### src/design/fmpi_ram.sv
// Generic single-write, single-read RAM with registered read data.
module fmpi_ram #(
    parameter int W = 18,
    parameter int D = 64
) (
    input  logic                 i_clk,
    input  logic                 i_we,
    input  logic [$clog2(D)-1:0] i_waddr,
    input  logic [W-1:0]         i_wdata,
    input  logic [$clog2(D)-1:0] i_raddr,
    output logic [W-1:0]         o_rdata
);
    logic [W-1:0] r_mem [D];

    always_ff @(posedge i_clk) begin
        if (i_we) begin
            r_mem[i_waddr] <= i_wdata;
        end
        o_rdata <= r_mem[i_raddr];
    end
endmodule

### config.mk
export PLATFORM = sky130hd
export DESIGN_NAME = fmpi_ram
export DESIGN_NICKNAME = d
export VERILOG_FILES = /design/src/design/fmpi_ram.sv
export SDC_FILE = /design/constraint.sdc
export NUM_CORES = 1
export LEC_CHECK = 0
export ABC_AREA = 0
export BUFFER_PORTS_ARGS = -buffer_cell sky130_fd_sc_hd__buf_4
export CORE_MARGIN = 5
export CORE_UTILIZATION = 49
export CTS_BUF_LIST = sky130_fd_sc_hd__clkbuf_16
export CTS_CLUSTER_DIAMETER = 100
export DETAILED_ROUTE_END_ITERATION = 12
export HOLD_SLACK_MARGIN = 0.1
export PLACE_DENSITY = 0.62
export SETUP_SLACK_MARGIN = 0.4
export SYNTH_ARGS = -nofsm -noshare
export SYNTH_HDL_FRONTEND = slang
export SYNTH_SLANG_ARGS = --single-unit
### constraint.sdc
create_clock -name i_clk -period 5.3 [get_ports i_clk]
set_clock_uncertainty 0.2 [all_clocks]
set_input_delay 0.53 -clock i_clk [delete_from_list [all_inputs] [get_ports i_clk]]
set_output_delay 0.53 -clock i_clk [all_outputs]
set_load 0.1 [all_outputs]
Word-level counts from Yosys, hierarchy flattened
Memories as Yosys holds them, arrays and structs flattened. A register that Yosys moved wholly into a read port is not among the register bits.
Index checks and enable logic that the tools add are counted.

storage, ports and cells
  bits in registers = 0
  bits in writable memories = 1152
  bits of input ports = 32
  output and inout bits = 18
  logic and storage cells = 3
  memories kept = 1

cells by class
  multiplexer cells = 2

memory list
  name   words  width  rd ports  clocked after memory_dff  wr ports  line  source
  r_mem  64     18     1         1                         1         13    logic [W-1:0] r_mem [D];

operator list
  operator           number
  1-bit two-way mux  2

Logic depth before layout (Yosys ltp)
  word-level depth = 2
  depth in mapped cells = 9
  mapped depth without buffers = 5

Least setup slack after synthesis
No wires, ideal clock.

  path type = input -> register
  from = input port i_waddr[3]
  to = memory r_mem[48][0] (enable)
  setup time = 0.416 ns
  arrival = 2.316 ns
  data required time = 4.684 ns
  slack = 2.368 ns
  stages on the path = 4
  buffers on the path = 1
  cells stage by stage = clkbuf_1 > nor2b_1 > nand4b_1 > nor3_1

RTL lines
  element             line  source
  start: declaration  8     input logic [$clog2(D)-1:0] i_waddr,
  end: declaration    13

No word-level cell before the write port.

==> reports/results.ini <==
[outcome]
status = finished clean

[die]
fp.dieArea_um2 = 97200
rows = 110
fp.dieH_um = 311.8
start_util = 0.4950
die_w_um = 311.8
core-area_um2 = 90150
ios = 50

[critical_path]
cp-start-kind = input port
worstPathMaxFanout = 66
worstSetupEndpointType = flip-flop
required_ns = 5.62
r2r_cells = 4
startpoint = i_raddr[0]
ff2ff_setup_slack_ns = 2.70
path_class = in -> reg
arrival_ns = 3.42
r2r_end = o_rdata[9]
r2r_start = r_mem[63][9]

[logic_synthesis]
synth_nets = 1989
yosysSeqAreaShare = 0.7833
synthCells = 1957
synthDistinctLibCells = 34
synth-seq-cells = 1170
synthTopCellsByCount = 1152 x edfxtp_1, 300 x mux4_2, 90 x nor2_1
synthMostInstantiatedCell = edfxtp_1
synth-edff-count = 1152
yosysTopAreaCell = edfxtp_1
synth_area_per_cell_um2 = 22.80
synth.area.top_cells = edfxtp_1 78%, mux4_2 15%, mux2i_1 1.3%
yosys.area.top_type_share = 0.7753
async_flop_share = 0
synthFlopType = edfxtp_1
ys_warn_count = 0
syn_area_um2 = 44620

[route]
wl_mm = 108.5
route.met2.wl_mm = 52.78
vias = 21000
wl_met1_mm = 43.61
first_iter_violations = 2313
postRouteAntennaNets = 0
firstDrtPassIters = 5
viasPerCell = 6.210
top_layer = met5
wl_met3_mm = 9.209
drc = 0
wire_per_inst_um = 32.08

[place]
gp_congestion = 0.8521
place_worst_setup_slack_ns = 1.552
hpwl_mm = 62.94
io_buffers = 49

[min_path]
hold_start = i_raddr[5]
hold-path-endpoint = o_rdata[0]
hp-class = in -> reg
whs_path_depth = 3

[timing]
period_needed_ns = 3.094
setup_slack_ns = 2.206
finalSetupViolCount = 0
max_freq_mhz = 323.2
setup_tns_ns = 0
drv_slew = 0
slew_headroom = 0.1575
rsz0062_at_grt = false
hold_viol = 0
tightest_slew_ns = 1.262
post-route-period-util = 0.5838

[grt]
grtUsageTotal = 0.2237
antenna_found_initial = 3
grt_pass1_wl_mm = 157.1
grt_overflow = 0
grt_max_degree = 74
grt_pass1_vias = 21690

[clock_network]
root_buffer = clkbuf_16
cts_buffers = 115
cts.sinks = 1170
ctsResizeCount = 0
cts_tree = yes
clock_path_buffers = 3
ctsHoldBuffers = 0
post-cts-setup-buffers = 0
htree_levels = 3
insertion_delay_ns = 0.70
clk_pin_slew_worst_paths_ns = 0.06

[flow_run]
max_cap_viol_count = 0

[final_layout]
fin_nets = 2134
area_growth_pct = 13.09
fin_util = 0.5598
final_layout_size_suffix_gt1_frac = 0.3032

[pwr]
leakagePower_nw = 15.91
powerDensity_nw_per_um2 = 382.8
power.total_w = 0.01932
vdd_drop_max_mv = 0.3062

[per-stage QoR]
stage,cell area (um2),std cells,hold WS (ns)
after floorplan,44620,1957,0.4289
after global placement,46750,3161,0.6777
after detailed placement,46750,3161,0.6873
after CTS,50460,3379,0.1030
after global routing,50460,3379,0.1291
final,50460,3382,0.1441
[critical path, cell delays in order]
cell     delay (ns)
buf_8          0.30
buf_12         0.46
mux4_2         0.59
mux2_2         0.30
o22ai_1        0.87
o21ai_0        0.20
[registers in the layout, indices dropped and copies added, names as in the netlist]
register / flops
o_rdata: 18
r_mem: 1152
[layout make-up]
type / count / area, um2
clock inverters: 102 / 807.0
clock buffers: 116 / 2903
flip-flops and latches: 1170 / 34950
multi-input cells: 680 / 9189
diodes: 3 / 7.507
repair buffers: 135 / 1132
well taps: 1176 / 1471
fillers: 6595 / 39690
[cells in the final DEF, fill, tap and decap left out, types with 3 or more instances in the layout]
cell type   count
mux2i_1        60
a21oi_1        30
nand3_1         9
nand2_1        22
nor3_1         11
nor2b_1         6
edfxtp_1     1152
clkinvlp_4      3
clkbuf_16     116
dfxtp_1        18
buf_4         124
buf_12          8
nand3b_1        4
o21ai_0        35
a22oi_1         5
clkinv_1       30
a211oi_1       17
mux4_2        300
diode_2         3
nor2_1         41
or3_1          12
nor2_2         49
o21ai_1        21
inv_6           3
o22ai_1        26
inv_1          21
bufinv_16      11
mux2_2         12
nand2b_1        6
clkinv_2       30
[logic make-up after synthesis]
logic type             Yosys count  share of synthesized area
flip-flops                    1170                     0.7833
multiplexers                   372                     0.1679
AND/OR/NAND/NOR                168                    0.01694
AO/OA/AOI/OAI                  140                    0.01811
buffers and inverters          107                    0.01371
[how the worst max path moves through the flow]
stage / to / slack (ns)
3_3_place_gp: o_rdata[2] / 1.58
2_1_floorplan: r_mem[48][0] / 2.37
3_5_place_dp: o_rdata[7] / 1.55
6_report: o_rdata[9] / 2.21
5_1_grt: o_rdata[2] / 2.19
4_1_cts: o_rdata[7] / 2.31
[report_power, final]
group          internal, W  switching (W)
clock              0.00452        0.00343
combinational     0.000348       0.000726
sequential          0.0102      0.0000542
[per-layer routing]
metal,track usage,vias up
met5,0,-
met4,0.05751,2
met3,0.05848,164
met2,0.3587,860
met1,0.3122,11380
li1,-,8598
Note: power is estimated with default switching activity, not from simulation.
