--- src/design/fmpi_pkg.sv ---
// Shared types, codes and the sine/cosine quarter-table function for the FM modulator.
package fmpi_pkg;

    localparam logic [1:0] MODE_SAMPLE = 2'd0;
    localparam logic [1:0] MODE_STAP   = 2'd1;
    localparam logic [1:0] MODE_ITAP   = 2'd2;

    localparam logic [1:0] REG_MOD_GAIN   = 2'd0;
    localparam logic [1:0] REG_INTERP     = 2'd1;
    localparam logic [1:0] REG_SHAPE_TAPS = 2'd2;

    localparam logic [15:0] MOD_GAIN_RST   = 16'd1024;
    localparam logic [4:0]  INTERP_RST     = 5'd1;
    localparam logic [6:0]  SHAPE_TAPS_RST = 7'd64;

    localparam logic [63:0] HALF_PI_Q30 = 64'd1686629713;

    typedef struct packed {
        logic en;
        logic rot;
    } t_cell_ctl;

    function automatic logic [15:0] q30_to_q15(input logic signed [63:0] v);
        logic [63:0] r;
        if (v < 0) begin
            return 16'd0;
        end
        r = (64'(v) + 64'd16384) >> 15;
        if (r > 64'd32767) begin
            r = 64'd32767;
        end
        return r[15:0];
    endfunction

    // First-quadrant entry: {cos, sin} in Q1.15 for an angle of r / 2^30 quarter.
    function automatic logic [31:0] sc_entry(input logic [29:0] r);
        logic [63:0] x;
        logic [63:0] x2;
        logic [63:0] t;
        logic signed [63:0] s;
        logic signed [63:0] c;
        x  = (64'(r) * HALF_PI_Q30) >> 30;
        x2 = (x * x) >> 30;
        t = x;
        s = $signed(t);
        t = ((t * x2) >> 30) / 64'd6;   s = s - $signed(t);
        t = ((t * x2) >> 30) / 64'd20;  s = s + $signed(t);
        t = ((t * x2) >> 30) / 64'd42;  s = s - $signed(t);
        t = ((t * x2) >> 30) / 64'd72;  s = s + $signed(t);
        t = ((t * x2) >> 30) / 64'd110; s = s - $signed(t);
        t = ((t * x2) >> 30) / 64'd156; s = s + $signed(t);
        t = 64'd1 << 30;
        c = $signed(t);
        t = ((t * x2) >> 30) / 64'd2;   c = c - $signed(t);
        t = ((t * x2) >> 30) / 64'd12;  c = c + $signed(t);
        t = ((t * x2) >> 30) / 64'd30;  c = c - $signed(t);
        t = ((t * x2) >> 30) / 64'd56;  c = c + $signed(t);
        t = ((t * x2) >> 30) / 64'd90;  c = c - $signed(t);
        t = ((t * x2) >> 30) / 64'd132; c = c + $signed(t);
        t = ((t * x2) >> 30) / 64'd182; c = c - $signed(t);
        return {q30_to_q15(c), q30_to_q15(s)};
    endfunction

endpackage

--- src/design/fmpi_cell.sv ---
// One history cell: shifts in from the left neighbor or rotates in from the right.
module fmpi_cell #(
    parameter int W = 16
) (
    input  logic                i_clk,
    input  logic                i_rst_n,
    input  fmpi_pkg::t_cell_ctl i_ctl,
    input  logic [W-1:0]        i_left,
    input  logic [W-1:0]        i_right,
    output logic [W-1:0]        o_q
);
    import fmpi_pkg::*;

    logic [W-1:0] r_q;

    always_ff @(posedge i_clk) begin
        if (!i_rst_n) begin
            r_q <= '0;
        end else if (i_ctl.en) begin
            r_q <= i_ctl.rot ? i_right : i_left;
        end
    end

    assign o_q = r_q;
endmodule

--- config.mk ---
export PLATFORM = sky130hd
export DESIGN_NAME = fmpi_cell
export DESIGN_NICKNAME = d
export VERILOG_FILES = /design/src/design/fmpi_pkg.sv /design/src/design/fmpi_cell.sv
export SDC_FILE = /design/constraint.sdc
export NUM_CORES = 1
export LEC_CHECK = 0
export BUFFER_PORTS_ARGS = -buffer_cell sky130_fd_sc_hd__buf_2
export CELL_PAD_IN_SITES_DETAIL_PLACEMENT = 1
export CELL_PAD_IN_SITES_GLOBAL_PLACEMENT = 1
export CORE_MARGIN = 2
export CORE_UTILIZATION = 28
export CTS_BUF_LIST = sky130_fd_sc_hd__clkbuf_8
export DETAILED_ROUTE_END_ITERATION = 6
export PLACE_DENSITY = 0.86
export SETUP_SLACK_MARGIN = 0.15
export SLEW_MARGIN = 20
export SYNTH_ARGS = -nofsm -noshare
export SYNTH_HDL_FRONTEND = slang
export SYNTH_SLANG_ARGS = --single-unit
--- constraint.sdc ---
create_clock -name i_clk -period 0.8 [get_ports i_clk]
set_input_delay 0 -clock i_clk [delete_from_list [all_inputs] [get_ports i_clk]]
set_output_delay 0 -clock i_clk [all_outputs]
set_load 0.01 [all_outputs]
Yosys cells after proc, flatten, opt, wreduce, memory -nomap -nowiden
Index checks and enable logic that the tools add are counted.

Muxes and demuxes: 1.

Operators with widths (number): $mux 16 (1).

Flip-flop bits (word level): 16. Input bits: 36. Output and inout port bits: 16.

Longest topological paths before layout
Gate-level depths: netlist of run 1.

Depth in word-level cells: 1. Depth in mapped cells: 4. Mapped depth without buffers: 2.

Least setup slack after synthesis of run 1
Ideal clock, no wire load.

Path kind: register to register. Start: register o_q[15] (netlist name). End: register r_q[15] (netlist: o_q[15]). Setup time: 0.121 ns. Data arrival time: 0.510 ns. Slack: 0.169 ns. Cell stages (with the launch flop): 3. Buffers on the path: 0. Cell sequence: dfxtp_1 -> o21ai_0 -> a21oi_1.

RTL lines: to (signal assigned) (line fmpi_cell.sv:20) `r_q <= i_ctl.rot ? i_right : i_left;`; to (decl) (line fmpi_cell.sv:14) `logic [W-1:0] r_q;`.

Worst setup path in the final report of run 1
Start: register r_q[3] (netlist: o_q[3]). End: output o_q[3].

RTL lines: to (decl) (line fmpi_cell.sv:10) `output logic [W-1:0] o_q`.

No word-level cell between the ends.

==> results.md, run 1 <==
- Status: completed
- Synth top area share: 46.4%
- CTS Sinks: 16
- Die area: 2880 um2
- Max VDD drop: 1080 uV
- Max_cap viols: 0
- Detailed Route Iter0 Violations: 2
- Area taken by flip-flops and latches: 340 um2
- Clock tree from TritonCTS: yes
- GRT Overall Usage: 17.9%
- FF-to-FF setup slack: 0.16 ns
- Row count: 17
- CP Cell Sequence: buf_6
- Switch Pwr: 488 uW
- Top cells by area, synth: dfxtp_1 (46%), mux2i_1 (23%), a21oi_1 (12%)
- Crit path largest cell delay: 0.34 ns
- Post-synthesis sequential area ratio: 46.4%
- Total CTS buffers: 3
- Critical path's top delay family: flip-flops
- Design Area, Final: 1140 um2
- Mean area per synthesized cell: 9.87 um2
- Max reg flops: 16
- Drt via density: 4.83
- I/O pins: 52
- Worst hold slack: 0.0473 ns
- Worst slew pin tran: 0.273 ns
- Max-slew violations: 0
- Minimum clock period: 0.691 ns
- Pin count of the biggest net entering global routing: 19
- Post-CTS Resized: 32
- Reg power frac: 44.9%
- Net count after synthesis: 106
- Die height: 53.7 um
- Reg2Reg Depth: 2
- Netlist cell types: 8
- Post-CTS Setup Bufs: 0
- Internal Power: 1550 uW
- Worst r2r src: o_q[0]
- H-tree lvl count: 1
- Vias: 725
- DRC Markers: 0
- Input/output buffers: 51
- Critical Path Sink Type: output pin
- Wirelength per Cell: 14.3 um
- Gr ovfl total: 0
- First-pass GRT wire length: 3630 um
- Clk pin slew, worst setup/hold paths: 0.06 ns
- Final HPWL DP: 1560 um
- Post-Syn Instances: 70
- Core footprint: 2280 um2
- RSZ-0062 raised after global routing: true
- Drt pass-1 iters: 4
- GPL Wtd Cong: 0.666
- Syn-to-layout area delta: 65.2%
- Worst setup path end: o_q[3]
- PnR worst setup slack: 0.109 ns
- Area of the multi-input gates: 320 um2
- Comb power frac: 20.6%
- Area leader, netlist: dfxtp_1
- YS warnings: 0
- Clk network pwr share: 34.5%
- Critical path arrival: 0.69 ns
- Worst Setup Start Kind: register
- PwrDens: 1790 nW/um2
- Final nets: 159
- Clk buf depth: 2
- Setup TNS Final: 0 ns
- N_diodes: 0
- Routed Wire Length: 2150 um
- Share of cells above drive strength 1: 60.7%
- Total power: 2040 uW
- CTS Hold Bufs: 0
- Lkg Pwr: 0.000561 uW
- Die X: 53.7 um
- Relative slew slack: 81.8%
- Starting Density: 30.3%
- Setup CP Type: reg2out
- WP data required: 0.80 ns
- Fill cell count: 282
- Worst hold-check path type: in2reg
- Crit path launch: o_q[3]
- Cell area after synthesis: 691 um2
- FF+latch count, synth: 16
- Final Hold Vio Count: 0
- Clk_lat worst skew: 0.24 ns
- Crit-path slowest cell: dfxtp_2
- Worst R2R End: o_q[0]
- Final setup vio count: 0
- Worst Path Max Fanout: 2
- Post-DRT Antenna Nets: 0
- Setup WS pre-CTS: 0.0921 ns
- Switching share of total power: 23.9%
- Critical path depth: 1
- Crit path buffers/inverters: 1
- Initial antenna violation count: 0
- Setup Skew: 0 ns
- Fin crit share: 86.4%
- Clock root cell: clkbuf_8
- Placed Area: 966 um2
- Max Clk Rate: 1450 MHz
- Vias in the first global route: 808
## Yosys cell counts (all sizes together)
cell,n
buf,5
clkbuf,1
o21ai,16
a21oi,16
dfxtp,16
mux2i,16
## cell usage in the layout (no fill, tap or decap)
cell      synthesis  layout
buf_2             3      35
mux2i_1          16      16
a21oi_1          16      16
dfxtp_2           0      16
buf_6             1      16
o21ai_1           0      15
clkbuf_8          0       4
buf_4             0       2
o21ai_0          16       1
buf_12            1       1
## power by group through the flow
stage / logic [uW] / registers [uW] / clock network, uW
2_1_floorplan: 150 / 928 / 0
3_3_place_gp: 336 / 897 / 0
3_5_place_dp: 354 / 901 / 0
4_1_cts: 419 / 910 / 727
5_1_grt: 468 / 923 / 773
6_report: 421 / 915 / 704
## worst min path at each step
stage          startpoint       to  slack, ns  cells after the start
6_report        i_left[9]   o_q[9]       0.05                      3
5_1_grt        i_left[10]  o_q[10]       0.06                      3
4_1_cts         i_left[6]   o_q[6]       0.04                      3
3_5_place_dp    i_left[6]   o_q[6]       0.30                      3
3_3_place_gp   i_left[10]  o_q[10]       0.28                      3
2_1_floorplan     i_rst_n   o_q[0]       0.14                      2
## kinds of logic after synthesis
group	after synthesis	share of synthesized area, %
buf+inv	6	7.25
flops	16	46.4
compound gates	32	23.2
mux	16	23.2
## metrics by stage
stage / cells / utilization (%)
2_1_floorplan: 70 / -
3_3_place_gp: 146 / 42.4
3_5_place_dp: 146 / 42.4
4_1_cts: 150 / 50.1
5_1_grt: 150 / 50.1
6_report: 150 / 50.1
## area by class of cell
class	count	area share [%]
repair buffers	54	34.2
flip-flops and latches	16	29.8
multi-input cells	48	28.1
clock buffers	4	4.82
well taps	28	3.07
## per-layer routing
metal / track usage [%] / wire length [um] / up-vias
met5: 0 / 0 / -
met4: 6.84 / 46 / 0
met3: 3.33 / 119 / 4
met2: 34.8 / 1220 / 30
met1: 18.6 / 761 / 333
li1: - / - / 358
Power figures use the tool's default switching activity.
==> run 2, diff against run 1 <==
Settings changed: CELL_PAD_IN_SITES_DETAIL_PLACEMENT 1 to default, CELL_PAD_IN_SITES_GLOBAL_PLACEMENT 1 to default, CORE_UTILIZATION 28 to 40, PLACE_DENSITY 0.86 to 0.85.
==> run 2 against run 1 <==
Hold slack got worse by 0.0026 ns. Die area is 28% lower. Via count rose by 0.55%. Critical path depth unchanged. Fmax down 0.50%. Wire length is 8.4% lower. Power grew 0.31%. Register-to-register slack worse by 0.03 ns. Clock power fell by 1%. First-iteration DRC count stayed put.
==> results.md, run 2 (same netlist as run 1, synthesis figures left out) <==
- CTS Hold Bufs: 0
- Critical Path Sink Type: output pin
- Number of cells after detailed placement: 136
- Minimum clock period: 0.695 ns
- Starting Density: 41.3%
- Setup WS pre-CTS: 0.0622 ns
- Syn-to-layout area delta: 66.5%
- Drt pass-1 iters: 4
- Pin count of the biggest net entering global routing: 30
- Status: completed
- PwrDens: 1780 nW/um2
- CP Cell Sequence: buf_6
- Worst slew pin tran: 0.519 ns
- Worst Path Max Fanout: 2
- Total CTS buffers: 3
- Final Non-Filler Cells: 140
- Final nets: 160
- Core footprint: 1670 um2
- CTS Sinks: 16
- PnR worst setup slack: 0.105 ns
- FF-to-FF setup slack: 0.13 ns
- Post-CTS Setup Bufs: 0
- Relative slew slack: 65.4%
- Post-DRT Antenna Nets: 0
- Vias in the first global route: 673
- Wirelength per Cell: 14.1 um
- Max-slew violations: 0
- Fill cell count: 131
- Crit path largest cell delay: 0.35 ns
- Critical path arrival: 0.69 ns
- Final Hold Vio Count: 0
- Initial antenna violation count: 0
- Critical path's top delay family: flip-flops
- H-tree lvl count: 1
- Drt via density: 5.21
- Clk buf depth: 2
- Worst hold-check path type: in2reg
- Max reg flops: 16
- Max Clk Rate: 1440 MHz
- Total power: 2050 uW
- Crit path buffers/inverters: 1
- Comb power frac: 21.1%
- GPL Wtd Cong: 0.603
- Most frequent cells in the layout: buf_2 (35), mux2i_1 (16), a21oi_1 (16), dfxtp_2 (16), buf_6 (16)
- RSZ-0062 raised after global routing: true
- I/O pins: 52
- Setup TNS Final: 0 ns
- Die area: 2080 um2
- Most common cell after layout, fill and taps aside: buf_2
- Internal Power: 1560 uW
- Setup Skew: 0 ns
- Detailed Route Iter0 Violations: 2
- Switch Pwr: 488 uW
- DRC Markers: 0
- Die X: 45.6 um
- Die height: 45.6 um
- First-pass GRT wire length: 2680 um
- Final setup vio count: 0
- Input/output buffers: 51
- Switching share of total power: 23.8%
- Worst Setup Start Kind: register
- Fin crit share: 86.9%
- Gr ovfl total: 0
- WP data required: 0.80 ns
- Vias: 729
- Clock tree from TritonCTS: yes
- Clk network pwr share: 34.0%
- Routed Wire Length: 1970 um
- Crit-path slowest cell: dfxtp_2
- GRT Overall Usage: 18.8%
- Setup CP Type: reg2out
- Max_cap viols: 0
- N_diodes: 0
- Reg power frac: 44.9%
- Clock root cell: clkbuf_8
- Clk_lat worst skew: 0.24 ns
- Row count: 15
- Lkg Pwr: 0.000570 uW
- Share of cells above drive strength 1: 64.2%
- Clk pin slew, worst setup/hold paths: 0.06 ns
- Max VDD drop: 1270 uV
run 2: through the flow:
step	area (um2)	hold WS (ns)	util (%)
6_report	1150	0.0446	68.8
5_1_grt	1150	0.0534	68.8
4_1_cts	1130	0.0431	67.9
3_5_place_dp	960	0.303	57.5
3_3_place_gp	960	0.292	57.5
2_1_floorplan	691	0.138	-
run 2: cell type report:
class	count	area, um2	share of cell area (%)
Clock buffer	4	55.1	4.79
Sequential cell	16	340	29.6
Timing Repair Buffer	55	398	34.6
Multi-Input combinational cell	48	335	29.2
Tap cell	17	21.3	1.85
run 2: routing by layer:
layer / global-route usage (%) / share of wire (%)
met2: 35.8 / 55
met4: 7.65 / 3.4
met3: 8.73 / 7.5
met5: 0 / 0
met1: 16.5 / 34
run 2: what timing repair did:
item | in CTS | in global routing
pin swaps | 0 | 0
gates resized for setup | 35 | 17
setup endpoints to repair | 19 | 32
run 2: worst register-to-register path: stages (launching register included):
cell     delay [ns]
dfxtp_2        0.33
o21ai_1        0.15
a21oi_1        0.06
run 2: path summary, 6_finish.rpt:
path                                start       to  cells past startpoint
worst min-delay path            i_left[1]   o_q[1]                      3
worst max-delay path              o_q[13]  o_q[13]                      1
worst max register to register     o_q[8]   o_q[8]                      2
worst min register to register    o_q[14]  o_q[14]                      2
run 2: power by group through the flow:
| stage | sequential (uW) | clock, uW | combinational (uW) |
|---|---|---|---|
| 2_1_floorplan | 928 | 0 | 150 |
| 3_3_place_gp | 899 | 0 | 335 |
| 3_5_place_dp | 902 | 0 | 348 |
| 4_1_cts | 913 | 708 | 417 |
| 5_1_grt | 926 | 751 | 467 |
| 6_report | 920 | 696 | 431 |
==> run 3, diff against run 2 <==
Settings changed: SETUP_SLACK_MARGIN 0.15 to default.
==> run 3 against run 2 <==
Cell count unchanged. Clock-buffer cell count did not move. Utilization down 8.1 points. Worst setup slack lost 0.036 ns. Die area unchanged. Wire length decreased by 11%. Fmax is 5.0% lower. Non-clock buffer count unchanged.
==> results.md, run 3 (same netlist as run 1, synthesis figures left out) <==
- Final nets: 160
- Row count: 15
- Die area: 2080 um2
- Post-DRT Antenna Nets: 0
- Most frequent cells in the layout: buf_2 (51), mux2i_1 (16), o21ai_0 (16), a21oi_1 (16), dfxtp_1 (16)
- Drt pass-1 iters: 4
- Worst hold-check path type: in2reg
- Status: completed
- Total CTS buffers: 3
- Minimum clock period: 0.731 ns
- Final Hold Vio Count: 0
- First-pass GRT wire length: 2550 um
- Max-slew violations: 0
- Core footprint: 1670 um2
- Die height: 45.6 um
- Clk pin slew, worst setup/hold paths: 0.06 ns
- Clock root cell: clkbuf_8
- Most common cell after layout, fill and taps aside: buf_2
- Relative slew slack: 73.5%
- Critical path arrival: 0.73 ns
- WP data required: 0.80 ns
- Crit path buffers/inverters: 1
- Final Core Density: 60.7%
- Gr ovfl total: 0
- Vias in the first global route: 649
- CTS Hold Bufs: 0
- H-tree lvl count: 1
- Detailed Route Iter0 Violations: 3
- Share of cells above drive strength 1: 48.0%
- Worst Path Max Fanout: 2
- CP Cell Sequence: buf_2
- GRT Overall Usage: 17.6%
- Max VDD drop: 1250 uV
- Die X: 45.6 um
- Vias: 714
- Initial antenna violation count: 0
- Critical path's top delay family: flip-flops
- Setup CP Type: reg2out
- CTS Sinks: 16
- RSZ-0062 raised after global routing: false
- Crit path launch: o_q[6]
- Routed Wire Length: 1760 um
- Crit-path slowest cell: dfxtp_1
- Max Clk Rate: 1370 MHz
- Max_cap viols: 0
- Worst Setup Start Kind: register
- Worst Hold Launch: i_left[1]
- Wirelength per Cell: 12.6 um
- PnR worst setup slack: 0.0688 ns
- I/O pins: 52
- Worst r2r src: o_q[8]
- Setup WS pre-CTS: 0.0622 ns
- Input/output buffers: 51
- Final setup vio count: 0
- Clk_lat worst skew: 0.24 ns
- Lkg Pwr: 0.000540 uW
- Post-CTS Resized: 0
- GPL Wtd Cong: 0.603
- Setup TNS Final: 0 ns
- Pin count of the biggest net entering global routing: 30
- Setup Skew: 0 ns
- Post-CTS Setup Bufs: 0
- DRC Markers: 0
- Clock tree from TritonCTS: yes
- Fin crit share: 91.4%
- Starting Density: 41.3%
- PwrDens: 1900 nW/um2
- Drt via density: 5.10
- Crit path largest cell delay: 0.34 ns
- Critical Path Sink Type: output pin
- Worst slew pin tran: 0.397 ns
- Syn-to-layout area delta: 46.9%
- Clk buf depth: 2
- N_diodes: 0
- Max reg flops: 16
[run 3: metal layers]
metal / share of wire (%) / GRT usage (%) / vias to the layer above
li1: - / - / 360
met1: 37 / 17.2 / 322
met2: 54 / 32.7 / 28
met3: 6.9 / 7.54 / 4
met4: 2.3 / 5.29 / 0
met5: 0 / 0 / -
[run 3: final timing paths]
path	slack, ns	cells past startpoint	end
max	0.07	1	o_q[6]
min	0.04	3	o_q[1]
max reg2reg	0.12	2	o_q[8]
min reg2reg	0.52	2	o_q[12]
[run 3: stage by stage]
| step | total power, uW | area [um2] | cells | hold slack [ns] |
|---|---|---|---|---|
| finish | 1930 | 1010 | 140 | 0.0438 |
| detailed placement | 1250 | 960 | 136 | 0.303 |
| floorplan | 1080 | 691 | 70 | 0.138 |
| CTS | 1940 | 1010 | 140 | 0.0432 |
| global placement | 1230 | 960 | 136 | 0.292 |
| global route | 2020 | 1010 | 140 | 0.0540 |
[run 3: power by group]
part / internal [uW] / switching (uW)
sequential: 857 / 28.5
clock: 436 / 260
combinational: 180 / 166
[run 3: final cells by class]
class / instances / area [um2]
fill: 151 / 656
sequential: 16 / 320
multi-input combinational: 48 / 320
timing repair buffer: 55 / 298
clock buffer: 4 / 55.1
tap: 17 / 21.3
